[src/sv/bpv_pkg.sv]
// ----------------------------------------------------------------------------
// bpv_pkg
// Shared sizes and the command/status bundles of the binomial prime
// valuation unit.
// ----------------------------------------------------------------------------
package bpv_pkg;

   // port widths of the request and response fields
   localparam int FIELD_W = 32;
   localparam int VAL_W   = 6;

   // largest reportable valuation, counts saturate here
   localparam logic [VAL_W-1:0] VAL_MAX = '1;

   // defaults for the top level parameters
   localparam int DEF_WIDTH       = 32;
   localparam int DEF_DIGIT_LIMIT = 32;

   // controller to datapath commands
   typedef struct packed {
      logic load;      // take a new request beat into the operand registers
      logic cap_bad;   // capture an invalid-argument response
      logic div_init;  // clear the remainders before a digit division
      logic div_step;  // one restoring division bit on both lanes
      logic digit;     // compare the digits, update borrow and count
      logic cap_ok;    // capture the borrow count as the response
   } bpv_cmd_type;

   // datapath to controller status
   typedef struct packed {
      logic bad;       // i above n or base below two
      logic n_zero;    // no digits of n remain
   } bpv_stat_type;

endpackage

[src/sv/bpv_ctrl.sv]
// ----------------------------------------------------------------------------
// bpv_ctrl
// Sequencer of the valuation unit: validates the operands, runs one base-p
// digit division per digit of n and issues the response strobe.
// ----------------------------------------------------------------------------
module bpv_ctrl
   import bpv_pkg::*;
#(
   parameter int WIDTH       = DEF_WIDTH,
   parameter int DIGIT_LIMIT = DEF_DIGIT_LIMIT
) (
   input  logic         clock,
   input  logic         reset,
   input  logic         start,
   output logic         busy,
   output logic         rsp_valid,
   output bpv_cmd_type  cmd,
   input  bpv_stat_type stat
);

   localparam int BIT_CW   = $clog2(WIDTH);
   localparam int DIGIT_CW = $clog2(DIGIT_LIMIT + 1);

   typedef enum logic [2:0] {
      ST_IDLE,
      ST_CHECK,
      ST_TEST,
      ST_DIVIDE,
      ST_DIGIT
   } state_type;

   state_type             state_ff, state_in;
   logic                  busy_ff, busy_in;
   logic                  strobe_ff, strobe_in;
   logic [BIT_CW-1:0]     bit_cnt_ff, bit_cnt_in;
   logic [DIGIT_CW-1:0]   digit_cnt_ff, digit_cnt_in;
   logic                  bit_last;
   logic                  digit_done;

   assign bit_last   = (bit_cnt_ff == BIT_CW'(WIDTH - 1));
   assign digit_done = (digit_cnt_ff == DIGIT_CW'(DIGIT_LIMIT));

   // next state, counters and commands
   always_comb begin
      state_in     = state_ff;
      busy_in      = busy_ff;
      strobe_in    = 1'b0;
      bit_cnt_in   = bit_cnt_ff;
      digit_cnt_in = digit_cnt_ff;
      cmd          = '0;
      unique case (state_ff)
         ST_IDLE: begin
            if (start) begin
               cmd.load = 1'b1;
               busy_in  = 1'b1;
               state_in = ST_CHECK;
            end
         end
         ST_CHECK: begin
            if (stat.bad) begin
               cmd.cap_bad = 1'b1;
               busy_in     = 1'b0;
               strobe_in   = 1'b1;
               state_in    = ST_IDLE;
            end else begin
               digit_cnt_in = '0;
               state_in     = ST_TEST;
            end
         end
         ST_TEST: begin
            if (stat.n_zero || digit_done) begin
               cmd.cap_ok = 1'b1;
               busy_in    = 1'b0;
               strobe_in  = 1'b1;
               state_in   = ST_IDLE;
            end else begin
               cmd.div_init = 1'b1;
               bit_cnt_in   = '0;
               state_in     = ST_DIVIDE;
            end
         end
         ST_DIVIDE: begin
            cmd.div_step = 1'b1;
            bit_cnt_in   = BIT_CW'(bit_cnt_ff + 1'b1);
            if (bit_last) begin
               state_in = ST_DIGIT;
            end
         end
         ST_DIGIT: begin
            cmd.digit    = 1'b1;
            digit_cnt_in = DIGIT_CW'(digit_cnt_ff + 1'b1);
            state_in     = ST_TEST;
         end
         default: begin
            state_in = ST_IDLE;
            busy_in  = 1'b0;
         end
      endcase
   end

   // state and registered outputs
   always_ff @(posedge clock) begin
      if (reset) begin
         state_ff     <= ST_IDLE;
         busy_ff      <= 1'b0;
         strobe_ff    <= 1'b0;
         bit_cnt_ff   <= '0;
         digit_cnt_ff <= '0;
      end else begin
         state_ff     <= state_in;
         busy_ff      <= busy_in;
         strobe_ff    <= strobe_in;
         bit_cnt_ff   <= bit_cnt_in;
         digit_cnt_ff <= digit_cnt_in;
      end
   end

   assign busy      = busy_ff;
   assign rsp_valid = strobe_ff;

endmodule

[src/sv/bpv_dp.sv]
// ----------------------------------------------------------------------------
// bpv_dp
// Datapath of the valuation unit: operand registers, a two-lane restoring
// divider sharing the base p, the borrow/count logic and the response
// registers.
// ----------------------------------------------------------------------------
module bpv_dp
   import bpv_pkg::*;
#(
   parameter int WIDTH = DEF_WIDTH
) (
   input  logic               clock,
   input  logic [FIELD_W-1:0] req_n_value,
   input  logic [FIELD_W-1:0] req_i_value,
   input  logic [FIELD_W-1:0] req_prime_base,
   input  bpv_cmd_type        cmd,
   output bpv_stat_type       stat,
   output logic [VAL_W-1:0]   rsp_valuation,
   output logic               rsp_divides,
   output logic               rsp_bad_input
);

   // n and i double as the dividend/quotient shift registers
   logic [WIDTH-1:0] n_ff, i_ff, p_ff;
   logic [WIDTH-1:0] rem_n_ff, rem_i_ff;
   logic             borrow_ff;
   logic [VAL_W-1:0] count_ff;
   logic [VAL_W-1:0] res_val_ff;
   logic             res_div_ff;
   logic             res_bad_ff;

   logic [WIDTH:0]   trial_n, trial_i;
   logic [WIDTH:0]   diff_n, diff_i;
   logic             ge_n, ge_i;
   logic             digit_borrow;

   // one restoring division bit per lane
   assign trial_n = {rem_n_ff, n_ff[WIDTH-1]};
   assign trial_i = {rem_i_ff, i_ff[WIDTH-1]};
   assign diff_n  = trial_n - {1'b0, p_ff};
   assign diff_i  = trial_i - {1'b0, p_ff};
   assign ge_n    = (trial_n >= {1'b0, p_ff});
   assign ge_i    = (trial_i >= {1'b0, p_ff});

   // borrow out of the current digit subtraction
   assign digit_borrow = ({1'b0, rem_n_ff} < ({1'b0, rem_i_ff} + {{WIDTH{1'b0}}, borrow_ff}));

   // operand checks
   assign stat.bad    = (i_ff > n_ff) || (p_ff[WIDTH-1:1] == '0);
   assign stat.n_zero = (n_ff == '0);

   always_ff @(posedge clock) begin
      if (cmd.load) begin
         n_ff      <= WIDTH'(req_n_value);
         i_ff      <= WIDTH'(req_i_value);
         p_ff      <= WIDTH'(req_prime_base);
         borrow_ff <= 1'b0;
         count_ff  <= '0;
      end
      if (cmd.div_init) begin
         rem_n_ff <= '0;
         rem_i_ff <= '0;
      end
      if (cmd.div_step) begin
         n_ff     <= {n_ff[WIDTH-2:0], ge_n};
         i_ff     <= {i_ff[WIDTH-2:0], ge_i};
         rem_n_ff <= ge_n ? diff_n[WIDTH-1:0] : trial_n[WIDTH-1:0];
         rem_i_ff <= ge_i ? diff_i[WIDTH-1:0] : trial_i[WIDTH-1:0];
      end
      // borrow chain and saturating count
      if (cmd.digit) begin
         borrow_ff <= digit_borrow;
         if (digit_borrow && (count_ff != VAL_MAX)) begin
            count_ff <= count_ff + 1'b1;
         end
      end
      // response capture
      if (cmd.cap_bad) begin
         res_val_ff <= '0;
         res_div_ff <= 1'b0;
         res_bad_ff <= 1'b1;
      end
      if (cmd.cap_ok) begin
         res_val_ff <= count_ff;
         res_div_ff <= (count_ff != '0);
         res_bad_ff <= 1'b0;
      end
   end

   assign rsp_valuation = res_val_ff;
   assign rsp_divides   = res_div_ff;
   assign rsp_bad_input = res_bad_ff;

endmodule

[src/sv/binomial_prime_valuation_unit.sv]
// ----------------------------------------------------------------------------
// binomial_prime_valuation_unit
// Exponent of a base p in C(n,i), counted as the borrows of n - i in base p.
//
//   channel   ports                      handshake
//   request   req_n_value, req_i_value,  taken when start is high, busy low
//             req_prime_base
//   response  rsp_valuation, rsp_divides, one cycle on rsp_valid, no stall
//             rsp_bad_input
//
// A bad request (i above n or base below two) is answered from the check state.
// Otherwise each base-p digit of n, at most DIGIT_LIMIT of them, takes a test,
// a bit-serial division over all WIDTH bits and a digit update, and a last test
// captures the count; rsp_valid comes in the cycle busy falls.
// Synchronous reset returns the sequencer to idle; the receiver cannot stall.
// ----------------------------------------------------------------------------
module binomial_prime_valuation_unit
   import bpv_pkg::*;
#(
   parameter int WIDTH       = DEF_WIDTH,
   parameter int DIGIT_LIMIT = DEF_DIGIT_LIMIT
) (
   input  logic               clock,
   input  logic               reset,
   input  logic               start,
   output logic               busy,
   input  logic [FIELD_W-1:0] req_n_value,
   input  logic [FIELD_W-1:0] req_i_value,
   input  logic [FIELD_W-1:0] req_prime_base,
   output logic               rsp_valid,
   output logic [VAL_W-1:0]   rsp_valuation,
   output logic               rsp_divides,
   output logic               rsp_bad_input
);

   bpv_cmd_type  cmd;
   bpv_stat_type stat;

   // sequencer
   bpv_ctrl #(
      .WIDTH       (WIDTH),
      .DIGIT_LIMIT (DIGIT_LIMIT)
   ) u_ctrl (
      .clock     (clock),
      .reset     (reset),
      .start     (start),
      .busy      (busy),
      .rsp_valid (rsp_valid),
      .cmd       (cmd),
      .stat      (stat)
   );

   // divider and borrow counter
   bpv_dp #(
      .WIDTH (WIDTH)
   ) u_dp (
      .clock          (clock),
      .req_n_value    (req_n_value),
      .req_i_value    (req_i_value),
      .req_prime_base (req_prime_base),
      .cmd            (cmd),
      .stat           (stat),
      .rsp_valuation  (rsp_valuation),
      .rsp_divides    (rsp_divides),
      .rsp_bad_input  (rsp_bad_input)
   );

endmodule

[config.mk]
export PLATFORM = sky130hd
export DESIGN_NAME = binomial_prime_valuation_unit
export DESIGN_NICKNAME = d
export VERILOG_FILES = /design/src/sv/bpv_pkg.sv /design/src/sv/bpv_ctrl.sv /design/src/sv/bpv_dp.sv /design/src/sv/binomial_prime_valuation_unit.sv
export SDC_FILE = /design/constraint.sdc
export NUM_CORES = 1
export LEC_CHECK = 0
export ABC_CLOCK_PERIOD_IN_PS = 8850
export BUFFER_PORTS_ARGS = -buffer_cell sky130_fd_sc_hd__buf_2
export CAP_MARGIN = 20
export CORE_MARGIN = 2
export CORE_UTILIZATION = 50
export CTS_CLUSTER_SIZE = 20
export DETAILED_ROUTE_END_ITERATION = 6
export PLACE_DENSITY_LB_ADDON = 0.05
export SLEW_MARGIN = 20
export SYNTH_ARGS = -nofsm -noshare
export SYNTH_HDL_FRONTEND = slang
export SYNTH_SLANG_ARGS = --single-unit
[constraint.sdc]
create_clock -name clock -period 8.85 [get_ports clock]
set_input_delay 0 -clock clock [delete_from_list [all_inputs] [get_ports clock]]
set_output_delay 0 -clock clock [all_outputs]
set_load 0.01 [all_outputs]
==> summary.txt, run 1 <==
Status
  • Status: finished clean

Floorplanning
  • Height of the die: approximately 170 um
  • Core area: ~27000 um^2
  • I/O pins: roughly 110
  • Chip width: 169 um
  • Die Area: 28500 um^2
  • Rows: 60
  • Initial Utilization: 0.507

Yosys
  • Number of synthesized flops with an enable pin: 168
  • Seq/Total Area, Yosys: 0.405
  • Ys Warns: 0
  • Prevailing post-synth register cell: edfxtp_1
  • Post-synthesis simple-gate area fraction: 0.182
  • Mapped Area: between 10000 and 15000 um^2
  • Synth async-reset ratio: 0
  • #FFs+latches synth: between 150 and 200
  • Post-Synth Adder-Cell Area: 0.127
  • Avg Cell Area, Syn: roughly 9.4 um^2
  • Net count after synthesis: between 1500 and 2000
  • Largest family of logic cells by synthesized area: simple AND/OR/NAND/NOR gates
  • Synth Area in XOR/XNOR: 0.0567
  • Post-synthesis mux area share: 0.0325
  • Compound-Gate Fraction of Synth Area: 0.153
  • Gate Count Post-Synth: roughly 1400
  • Unique masters post-synth: 73

STA
  • Max-slew violation count: 0
  • FMAX: 208 MHz
  • Fin crit share: 0.542
  • Worst slew margin: 0.264
  • Tightest Pin Transition: around 1.1 ns
  • Fin crit period: around 4.8 ns
  • RSZ-0062 raised after global routing: false
  • Setup_tns: 0 ns
  • # setup viols final: 0
  • Clock Skew: about 0.017 ns
  • Hold Vio Cnt, Final: 0

Routing
  • DR WL/cell: roughly 18 um
  • Routed wire length: ~36000 um
  • Drt first pass iters: 7
  • Post-DRT Antenna Nets: 0
  • DRT iter0 DRCs: approximately 920
  • Vias per inst: 5.61
  • DRC: 0
  • Via Count: ~11000

Critical path
  • Critical path's slowest cell: nor4_1
  • CP Capture Type: flip-flop
  • Req. time, crit path: approximately 9 ns
  • Crit Path Category: reg -> reg
  • Slowest stage delay, CP: approximately 0.44 ns
  • CP top delay family: simple AND/OR/NAND/NOR gates
  • Worst EP arrival: between 5 and 6 ns
  • Critical Path Source Type: flip-flop
  • Buf/Inv on CP: 0
  • Worst-path cell chain: ha_1 -> ha_1 -> nand2_1 -> nor2_1 -> and4_1 -> nand2_1 -> nor2_1 -> nand3_1 -> xor2_1 -> ha_1 -> nand4_1 -> nor4_1 -> nand3_1 -> o21ai_0 -> nand2_1 -> and2_1 -> o31ai_1
  • Maximum fanout along the worst path: 9

Cells and area
  • Commonest non-fill, non-tap cell in the layout: nand2_1
  • Final layout net count: around 1900
  • Post-synthesis to final-layout area growth: 17.2%
  • Most frequent cells in the layout: nand2_1, edfxtp_1, ha_1
  • Final Cell Area: 15900 um^2
  • Share of cells above drive strength 1: 0.110
  • Ant diodes: 0

Clock network
  • H-Tree Depth: 4
  • Post-CTS sizing: 0
  • Clock Sink Count: about 190
  • Clock transition at path regs: 0.08 ns
  • TritonCTS Buffers: 17
  • Clk buf depth: 2
  • Clock Latency Late Sink: about 0.45 ns
  • CTS tree: built
  • Root Driver: clkbuf_16

Global route
  • Largest net degree at the start of global routing: 86
  • GRT Max-Usage Layer: met2
  • Grt met1 use: 0.348
  • Initial antenna violation count: 0
  • Vias in the first global route: between 10000 and 15000
  • Met2 usage: 0.434
  • Global-route wire length before repair: slightly below 60000 um
  • Tot GR Track Use: 0.259
  • Met3 Track Usage GR: 0.0379
  • Total overflow reported by the global router: 0

Placed design
  • I/O Buffers: 108
  • HPWL after detailed placement: approximately 26000 um
  • Area after DPL: ~14000 um^2
  • GP Congestion: 0.882

Pwr
  • P per Cell Area: 226 nW/um^2
  • Pleak: between 6 and 7 nW
  • Max VDD drop: ~140 uV

Flow run
  • Maxcap violations: 0

Hold path
  • HP Class: in -> reg
==> cells in the mapped netlist, types with 3 or more instances <==
library cell,n,share of area
a2111oi_0,3,0.0019
xor2_1,35,0.023
a31o_2,3,0.0019
a211o_1,4,0.0026
nand2_1,215,0.059
edfxtp_1,168,0.37
a31oi_1,10,0.0046
nor3b_1,3,0.0017
a211oi_1,11,0.0061
a21o_1,49,0.027
o22ai_1,10,0.0046
buf_6,5,0.0041
nor2b_1,20,0.0092
and3_1,20,0.0092
a21oi_1,88,0.032
and4_1,5,0.0032
nor3_1,18,0.0066
a211oi_2,6,0.0055
inv_1,92,0.025
clkbuf_1,33,0.0091
o21ba_2,3,0.0022
ha_1,135,0.12
xnor2_1,53,0.034
nor2_1,108,0.030
a221oi_1,3,0.0019
or2_2,5,0.0023
and2_1,12,0.0055
nand2b_1,10,0.0046
buf_2,3,0.0011
o21ai_0,86,0.032
or3_1,5,0.0023
o31ai_1,4,0.0022
nor4_1,19,0.0087
nor2_2,3,0.0014
a21boi_0,3,0.0017
nand3_1,46,0.017
o211ai_1,4,0.0022
dfxtp_1,23,0.034
mux2i_1,43,0.032
o21a_1,13,0.0072
o21bai_1,5,0.0028
nand4_1,25,0.012
==> worst register-to-register path: stages, from the launching register on <==
cell and delay, ns:
edfxtp_1 0.43, ha_1 0.25, ha_1 0.25, nand2_1 0.14
nor2_1 0.23, and4_1 0.41, nand2_1 0.10, nor2_1 0.43
nand3_1 0.16, xor2_1 0.17, ha_1 0.30, nand4_1 0.13
nor4_1 0.44, nand3_1 0.13, o21ai_0 0.38, nand2_1 0.29
and2_1 0.25, o31ai_1 0.21
==> registers in the layout (all words and copies together) (netlist names) <==
signal,flops
u_ctrl.rsp_valid,1
u_dp.count_ff,6
u_dp.rsp_valuation,6
u_ctrl.state_ff,3
u_dp.borrow_ff,1
u_dp.rem_n_ff,32
u_dp.rem_i_ff,32
u_dp.n_ff,32
u_ctrl.bit_cnt_ff,5
u_dp.rsp_bad_input,1
u_dp.p_ff,32
u_dp.i_ff,32
u_ctrl.digit_cnt_ff,6
u_dp.rsp_divides,1
u_ctrl.busy,1
==> layer usage <==
metal	wire length (um)	part of all wire
met5	0	0
met4	966	0.027
met3	1630	0.045
met2	17000	0.47
met1	16700	0.46
==> report_power, final <==
group | internal, mW | switching [mW]
Clock | 0.382 | 0.408
Combinational | 0.618 | 0.889
Sequential | 1.18 | 0.128
Total | 2.18 | 1.42
==> kinds of logic (layout without fill, tap and decap cells) <==
logic type                 after synthesis  in the layout
DFF                                    191            191
buffers and inverters                  137            335
xor gates and xnor gates                88             88
AOI/OAI and AO/OA                      324            324
and+or+nand+nor                        525            525
adders and majority gates              137            137
muxes                                   44             44
==> metrics by stage <==
step	setup WS, ns	std cells	hold WS (ns)	power, mW	util
finish	4.05	1985	0.150	3.61	0.594
floorplan	5.20	1446	0.0989	2.43	-
global route	3.78	1985	0.184	3.84	0.594
global placement	4.38	1856	0.176	2.77	0.536
detailed placement	4.16	1856	0.179	2.78	0.536
CTS	4.10	1985	0.146	3.61	0.594
==> worst paths after layout <==
check                                          from                           endpoint  slack (ns)  depth (start not counted)
setup / recovery     u_dp.rem_i_ff[0]$_SDFFCE_PN0P_           u_dp.count_ff[1]$_DFF_P_        4.05                         17
hold / removal                                start    u_ctrl.state_ff[0]$_SDFFE_PP0P_        0.15                          3
hold reg to reg   u_ctrl.bit_cnt_ff[4]$_SDFFE_PP0P_  u_ctrl.bit_cnt_ff[4]$_SDFFE_PP0P_        0.48                          2
setup reg to reg     u_dp.rem_i_ff[0]$_SDFFCE_PN0P_           u_dp.count_ff[1]$_DFF_P_        4.05                         17
==> timing repair <==
action	4_1_cts	5_1_grt
setup buffers	0	0
hold buffers	97	0
hold endpoints to repair	109	0
==> final cells by class <==
type	instances	area (um^2)
Clock inverter	15	164
Timing Repair Buffer	211	1560
Tap cell	341	427
Clock buffer	17	425
Fill cell	2337	10900
Multi-Input combinational cell	1118	7500
Sequential cell	191	5510
Inverter	92	345
(Power assumes the default switching activity.)
==> inputs of run 2 (changes only) <==
--- a/config.mk
+++ b/config.mk
@@ -5,7 +5,7 @@
 export SDC_FILE = /design/constraint.sdc
 export NUM_CORES = 1
 export LEC_CHECK = 0
-export ABC_CLOCK_PERIOD_IN_PS = 8850
+export ABC_CLOCK_PERIOD_IN_PS = 4600
 export BUFFER_PORTS_ARGS = -buffer_cell sky130_fd_sc_hd__buf_2
 export CAP_MARGIN = 20
 export CORE_MARGIN = 2
==> constraint.sdc (replaced) <==
create_clock -name clock -period 4.6 [get_ports clock]
set_input_delay 0 -clock clock [delete_from_list [all_inputs] [get_ports clock]]
set_output_delay 0 -clock clock [all_outputs]
set_load 0.01 [all_outputs]
==> run 2 against run 1 <==
Net effect:
- cell count grew 0.25%
- utilization grew 0.28 points
- global-route usage grew 0.13 points
- final area grew 0.48%
- register-to-register slack lost 3.6 ns
- largest cell class unchanged
- sequential power grew 92%
- first-iteration DRC count shrank 1.6%
- clock-buffer cell count is the same
- clock skew shrank 0.0023 ns
- largest power group unchanged
- critical endpoint is now u_dp.count_ff[0]$_DFF_P_
==> summary.txt, run 2 (synthesis results as in run 1) <==
Critical path
  • Worst r2r path cells: 19 (+2)
  • Critical Path Source Type: flip-flop
  • Critical path's slowest cell: edfxtp_1
  • Slowest stage delay, CP: 0.43 ns (about the same)
  • Worst EP arrival: 4.54 ns (-0.62 ns)
  • Buf/Inv on CP: 0 (unchanged)
  • CP top delay family: simple AND/OR/NAND/NOR gates
  • Crit-path most repeated cell: nand3_1
  • Crit path to: u_dp.count_ff[0]$_DFF_P_
  • R2R Path Start: u_dp.rem_i_ff[0]$_SDFFCE_PN0P_
  • CP startpoint: u_dp.rem_i_ff[0]$_SDFFCE_PN0P_
  • Cell count along the critical path: 19 (+2)
  • Req. time, crit path: 4.98 ns (-4.23 ns)
  • Worst R2R End: u_dp.count_ff[0]$_DFF_P_
  • Maximum fanout along the worst path: 9 (unchanged)
  • Crit Path Category: reg -> reg
  • Worst-path cell chain: ha_1 -> nand3_1 -> nor2_1 -> and3_1 -> nand3_1 -> nor2_2 -> nand3_1 -> xor2_1 -> ha_1 -> nand3_1 -> o22ai_1 -> o21a_1 -> o21ai_0 -> nand2_1 -> a221oi_1 -> o21ai_0 -> nand2_2 -> and2_1 -> mux2i_1
  • CP Capture Type: flip-flop
  • Reg2reg setup slack: 0.44 ns (-3.61 ns)

Cells and area
  • Share of cells above drive strength 1: 0.115 (+0.00452)
  • Ant diodes: 0 (unchanged)
  • Most frequent cells in the layout: nand2_1, edfxtp_1, ha_1
  • Commonest non-fill, non-tap cell in the layout: nand2_1
  • Final layout net count: 1872 (+0.27%)
  • Post-synthesis to final-layout area growth: 17.7%
  • Fin util: 0.597 (+0.00285)

Clock network
  • TritonCTS Buffers: 17 (unchanged)
  • Clk buf depth: 2 (unchanged)
  • Clock Sink Count: 191 (unchanged)
  • Post-CTS setup buffer count: 0 (unchanged)
  • H-Tree Depth: 4 (unchanged)
  • Root Driver: clkbuf_16
  • Clock Latency Late Sink: 0.45 ns (about the same)
  • CTS tree: built
  • Clock transition at path regs: 0.08 ns (about the same)

STA
  • Hold Vio Cnt, Final: 0 (unchanged)
  • Tightest Pin Transition: 1.06 ns (-0.0442 ns)
  • FMAX: 240 MHz (+15%)
  • Max-slew violation count: 0 (unchanged)
  • Worst Hold Slack: 0.216 ns (+0.0657 ns)
  • Clock Skew: 0.0150 ns (-0.00226 ns)
  • Fin crit share: 0.904 (+0.362)
  • RSZ-0062 raised after global routing: false
  • Worst slew margin: 0.293 (+0.0294)
  • # setup viols final: 0 (unchanged)
  • Fin crit period: 4.16 ns (-0.641 ns)
  • Setup_tns: 0 ns (unchanged)

Status
  • Status: finished clean

Floorplanning
  • I/O pins: 109 (unchanged)
  • Die Area: 28500 um^2 (unchanged)
  • Initial Utilization: 0.507 (unchanged)
  • Height of the die: 169 um (unchanged)
  • Chip width: 169 um (unchanged)
  • Rows: 60 (unchanged)
  • Core area: 26800 um^2 (unchanged)

Pwr
  • Max VDD drop: 281 uV (+100%)
  • P per Cell Area: 438 nW/um^2 (+93%)
  • Pleak: 6.97 nW (+0.63%)

Flow run
  • Maxcap violations: 0 (unchanged)

Routing
  • Via Count: 11263 (+1.2%)
  • WL met3: 1530 um (-6.3%)
  • Routed wire length: 36400 um (+0.27%)
  • Post-DRT Antenna Nets: 0 (unchanged)
  • Met2 Routed Length: 17200 um (+1.0%)
  • Drt first pass iters: 7 (unchanged)
  • Top sig layer: met4
  • DRC: 0 (unchanged)
  • DRT iter0 DRCs: 904 (-1.6%)
  • M1 WL: 16800 um (+0.25%)
  • DR WL/cell: 18.3 um (about the same)
  • Vias per inst: 5.66 (+0.91%)

Global route
  • Largest net degree at the start of global routing: 95 (+10%)
  • Vias in the first global route: 11027 (+0.78%)
  • Initial antenna violation count: 0 (unchanged)
  • Total overflow reported by the global router: 0 (unchanged)
  • Global-route wire length before repair: 58100 um (+0.23%)
  • Tot GR Track Use: 0.261 (+0.00131)

Placed design
  • HPWL after detailed placement: 26600 um (+1.3%)
  • GP Congestion: 0.911 (+3.2%)
  • I/O Buffers: 108 (unchanged)

Hold path
  • HP Class: in -> reg
## run 2: changes by cell type in the layout (fill, tap and decap cells not counted), sizes merged
| cell | before | now |
|---|---|---|
| inv | 100 | 99 |
| clkinvlp | 3 | 1 |
| bufinv | 0 | 2 |
| buf | 114 | 119 |
| clkinv | 4 | 5 |
## run 2: tightest hold or removal path, stage by stage
cell     delay (ns)
buf_2          0.11
nand3_1        0.39
a21oi_1        0.12
## run 2: per-stage QoR
stage	instances	cell area [um^2]	total power [mW]	setup slack [ns]
floorplan	1446	13600	4.67	0.945
global placement	1861	14400	5.34	0.392
detailed placement	1861	14400	5.37	0.218
CTS	1990	16000	7.01	0.187
global route	1990	16000	7.46	0.0614
finish	1990	16000	7.01	0.442
## run 2: report_power, final
part	internal [mW]	leakage, nW	switching [mW]	total, mW
clock network	0.822	0.295	0.746	1.57
logic	1.20	4.89	1.72	2.93
registers	2.27	1.79	0.240	2.51
## run 2: how the worst min path moves through the flow
| stage | from | end | slack [ns] | cells past startpoint |
|---|---|---|---|---|
| finish | start | u_ctrl.state_ff[0]$_SDFFE_PP0P_ | 0.22 | 3 |
| global route | req_prime_base[13] | u_dp.p_ff[13]$_DFFE_PP_ | 0.24 | 2 |
| CTS | start | u_ctrl.state_ff[0]$_SDFFE_PP0P_ | 0.18 | 3 |
| detailed placement | req_prime_base[24] | u_dp.p_ff[24]$_DFFE_PP_ | 0.18 | 1 |
| global placement | req_prime_base[20] | u_dp.p_ff[20]$_DFFE_PP_ | 0.18 | 1 |
| floorplan | req_prime_base[0] | u_dp.p_ff[0]$_DFFE_PP_ | 0.1 | 0 |
## run 2: per-layer routing
metal / vias up / track usage
li1: 5617 / -
met1: 5340 / 0.352
met2: 258 / 0.435
met3: 48 / 0.0344
met4: 0 / 0.0855
met5: - / 0
## run 2: layout make-up
class                      count  area (um^2)
clock buffer                  17          425
tap                          341          427
multi-input combinational   1118         7510
timing repair buffer         216         1610
fill                        2336        10800
inverter                      92          345
sequential                   191         5510
clock inverter                15          176
## run 2: repair_timing
item	4_1_cts	5_1_grt
endpoints found under the setup margin	0	6
resized for setup	0	5
hold buffers	97	0
endpoints found under the hold margin	108	0
==> inputs of run 3 (changes only) <==
--- a/config.mk
+++ b/config.mk
@@ -5,7 +5,7 @@
 export SDC_FILE = /design/constraint.sdc
 export NUM_CORES = 1
 export LEC_CHECK = 0
-export ABC_CLOCK_PERIOD_IN_PS = 4600
+export ABC_AREA = 1
 export BUFFER_PORTS_ARGS = -buffer_cell sky130_fd_sc_hd__buf_2
 export CAP_MARGIN = 20
 export CORE_MARGIN = 2
==> run 3 against run 2 <==
Net effect:
- setup slack improved by 0.43 ns
- fmax increased by 12%
- routed wire length rose by 13%
- final area grew 5.2%
- cell count is 23% higher
- hold slack better by 0.029 ns
- synthesized area grew 5.6%
- via count up 18%
- clock power decreased by 3%
- sequential share of layout area fell by 1.7 points
- flip-flop and latch count is the same
- clock skew rose by 0.0023 ns
- highest routed layer unchanged
==> summary.txt, run 3 <==
Clock network
  • Clock Latency Late Sink: 0.46 ns (about the same)
  • Cts hold-fix bufs: 98 (+1.0%)
  • Post-CTS sizing: 0 (unchanged)
  • H-Tree Depth: 4 (unchanged)
  • CTS tree: built
  • Clock Sink Count: 191 (unchanged)
  • Clock transition at path regs: 0.08 ns (about the same)
  • Root Driver: clkbuf_16
  • Clk buf depth: 2 (unchanged)
  • Post-CTS setup buffer count: 0 (unchanged)
  • TritonCTS Buffers: 17 (unchanged)

STA
  • FMAX: 268 MHz (+12%)
  • Tightest Pin Transition: 0.976 ns (-0.0844 ns)
  • Setup_tns: 0 ns (unchanged)
  • RSZ-0062 raised after global routing: false
  • Hold Vio Cnt, Final: 0 (unchanged)
  • Fin crit share: 0.810 (-0.0936)
  • Worst slew margin: 0.349 (+0.0563)
  • Max-slew violation count: 0 (unchanged)
  • Fin crit period: 3.73 ns (-0.430 ns)
  • Clock Skew: 0.0173 ns (+0.00234 ns)
  • # setup viols final: 0 (unchanged)
  • Setup ws final: 0.872 ns (+0.430 ns)

Yosys
  • Seq/Total Area, Yosys: 0.384 (-0.0215)
  • Avg Cell Area, Syn: 7.74 um^2 (-18%)
  • Most frequent cell after synthesis: nand2_1
  • Mapped Area: 14300 um^2 (+5.6%)
  • Gate Count Post-Synth: 1853 (+28%)
  • Synth async-reset ratio: 0 (unchanged)
  • Number of synthesized flops with an enable pin: 168 (unchanged)
  • Largest area contributor in the netlist: edfxtp_1
  • Prevailing post-synth register cell: edfxtp_1
  • Net count after synthesis: 2089 (+24%)
  • Unique masters post-synth: 54 (-26%)
  • Yosys top cell area share: 0.352 (-0.0197)
  • Synth top area cells: edfxtp_1, nand2_1, ha_1
  • #FFs+latches synth: 191 (unchanged)
  • Ys Warns: 0 (unchanged)
  • Synth top cells by count: nand2_1, nor2_1, inv_1

Floorplanning
  • Chip width: 173 um (+2.7%)
  • Initial Utilization: 0.504 (-0.00295)
  • Core area: 28500 um^2 (+6.2%)
  • Die Area: 30100 um^2 (+5.5%)
  • Height of the die: 173 um (+2.7%)
  • I/O pins: 109 (unchanged)
  • Rows: 62 (+3.3%)

Hold path
  • HP Class: in -> reg

Status
  • Status: finished clean

Routing
  • DRC: 0 (unchanged)
  • Vias per inst: 5.44 (-3.9%)
  • Post-DRT Antenna Nets: 0 (unchanged)
  • DR WL/cell: 16.9 um (-7.8%)
  • Drt first pass iters: 5 (-2)
  • Via Count: 13309 (+18%)
  • Routed wire length: 41300 um (+13%)
  • DRT iter0 DRCs: 875 (-3.2%)

Cells and area
  • FF/Latch Area: 5510 um^2 (unchanged)
  • Share of cells above drive strength 1: 0.0883 (-0.0264)
  • Commonest non-fill, non-tap cell in the layout: nand2_1
  • Final layout net count: 2285 (+22%)
  • Fin util: 0.591 (-0.00585)
  • Post-synthesis to final-layout area growth: 17.3%
  • Final Cell Area: 16800 um^2 (+5.2%)
  • Most frequent cells in the layout: nand2_1, nor2_1, inv_1
  • Ant diodes: 0 (unchanged)
  • Final std cells w/o fill: 2446 (+23%)
  • Area of the multi-input gates: 7860 um^2 (+4.6%)
  • Fill count: 2610 (+12%)

Placed design
  • Inst Count DP: 2316 (+24%)
  • HPWL after detailed placement: 30700 um (+16%)
  • I/O Buffers: 108 (unchanged)
  • DP Worst Slack: 0.848 ns (+0.630 ns)
  • GP Congestion: 0.957 (+5.1%)
  • Area after DPL: 15200 um^2 (+5.8%)

Critical path
  • Crit Path Category: reg -> reg
  • Crit-path most repeated cell: nand2_1
  • Maximum fanout along the worst path: 10 (+1)
  • Req. time, crit path: 4.95 ns (-0.03 ns)
  • Critical path's slowest cell: edfxtp_1
  • CP Capture Type: flip-flop
  • Slowest stage delay, CP: 0.43 ns (about the same)
  • Critical Path Source Type: flip-flop
  • Worst EP arrival: 4.07 ns (-0.47 ns)
  • Worst-path cell chain: ha_1 -> ha_1 -> nand3_2 -> nor2_2 -> nand4_1 -> nor2_2 -> nand2_1 -> nor3_1 -> xnor2_1 -> ha_1 -> a21oi_1 -> nand2_1 -> nand2_1 -> nand2_1 -> nand2_1 -> nand2_1 -> nand2_1 -> nand2_1 -> nand2_1 -> nand2_1 -> nor2_1 -> nand3_2 -> nand2_1 -> o21ai_1

Pwr
  • P per Cell Area: 473 nW/um^2 (+7.9%)
  • Clock share of power: 0.193 (-0.031)
  • Sw Pwr: 3.51 mW (+30%)
  • Logic pwr share: 0.468 (+0.050)
  • Pleak: 7.53 nW (+7.9%)
  • Sequential share of power: 0.339 (-0.019)
  • Max VDD drop: 259 uV (-7.6%)
  • Power Internal: 4.44 mW (+3.3%)
  • Sw Share: 0.442 (+0.0552)

Global route
  • Tot GR Track Use: 0.277 (+0.0167)
  • Global-route wire length before repair: 65700 um (+13%)
  • Vias in the first global route: 13120 (+19%)
  • Total overflow reported by the global router: 0 (unchanged)
  • Initial antenna violation count: 0 (unchanged)
  • Largest net degree at the start of global routing: 97 (+2.1%)

Flow run
  • Maxcap violations: 0 (unchanged)
## run 3: critical path, delay by kind of cell, from the launching register on
kind | cells | cell delay, ns
compound gates | 2 | 0.23
xor+xnor | 1 | 0.18
fa+ha+maj | 3 | 0.68
flops | 1 | 0.43
simple gates | 18 | 2.10
## run 3: power by group through the flow
stage	sequential [mW]	clock (mW)	combinational [mW]
2_1_floorplan	2.63	0	2.68
3_3_place_gp	2.72	0	3.55
3_5_place_dp	2.72	0	3.61
4_1_cts	2.69	1.56	3.70
5_1_grt	2.74	1.62	4.17
6_report	2.70	1.53	3.72
## run 3: cell type report
cell class | instances | area share
clock inverter | 15 | 0.0101
multi-input combinational | 1411 | 0.467
sequential | 191 | 0.327
timing repair buffer | 215 | 0.0944
inverter | 213 | 0.0475
tap | 384 | 0.0286
clock buffer | 17 | 0.0253
## run 3: metrics by stage
stage	hold slack, ns	power (mW)
2_1_floorplan	0.0767	5.32
3_5_place_dp	0.178	6.33
6_report	0.244	7.95
4_1_cts	0.220	7.94
5_1_grt	0.228	8.53
3_3_place_gp	0.177	6.27
## run 3: path summary, 6_finish.rpt
check	start	end	slack [ns]	cells after the start
max	u_dp.rem_i_ff[0]$_SDFFCE_PN0P_	u_dp.count_ff[3]$_DFF_P_	0.87	24
min	req_prime_base[31]	u_dp.p_ff[31]$_DFFE_PP_	0.24	2
max reg2reg	u_dp.rem_i_ff[0]$_SDFFCE_PN0P_	u_dp.count_ff[3]$_DFF_P_	0.87	24
min reg2reg	u_ctrl.bit_cnt_ff[4]$_SDFFE_PP0P_	u_ctrl.bit_cnt_ff[4]$_SDFFE_PP0P_	0.48	2
## run 3: cells by family after synthesis
logic type | synth area share
adders and majority gates | 0.121
DFF | 0.384
xor gates and xnor gates | 0.0464
and+or+nand+nor | 0.262
buffers and inverters | 0.0691
AOI/OAI and AO/OA | 0.118
## run 3: per-layer routing
layer,global-route usage,up-vias,share of wire
met5,0,-,0
met4,0.0950,0,0.025
met2,0.478,387,0.48
met3,0.0432,56,0.055
met1,0.355,6212,0.44
li1,-,6654,-
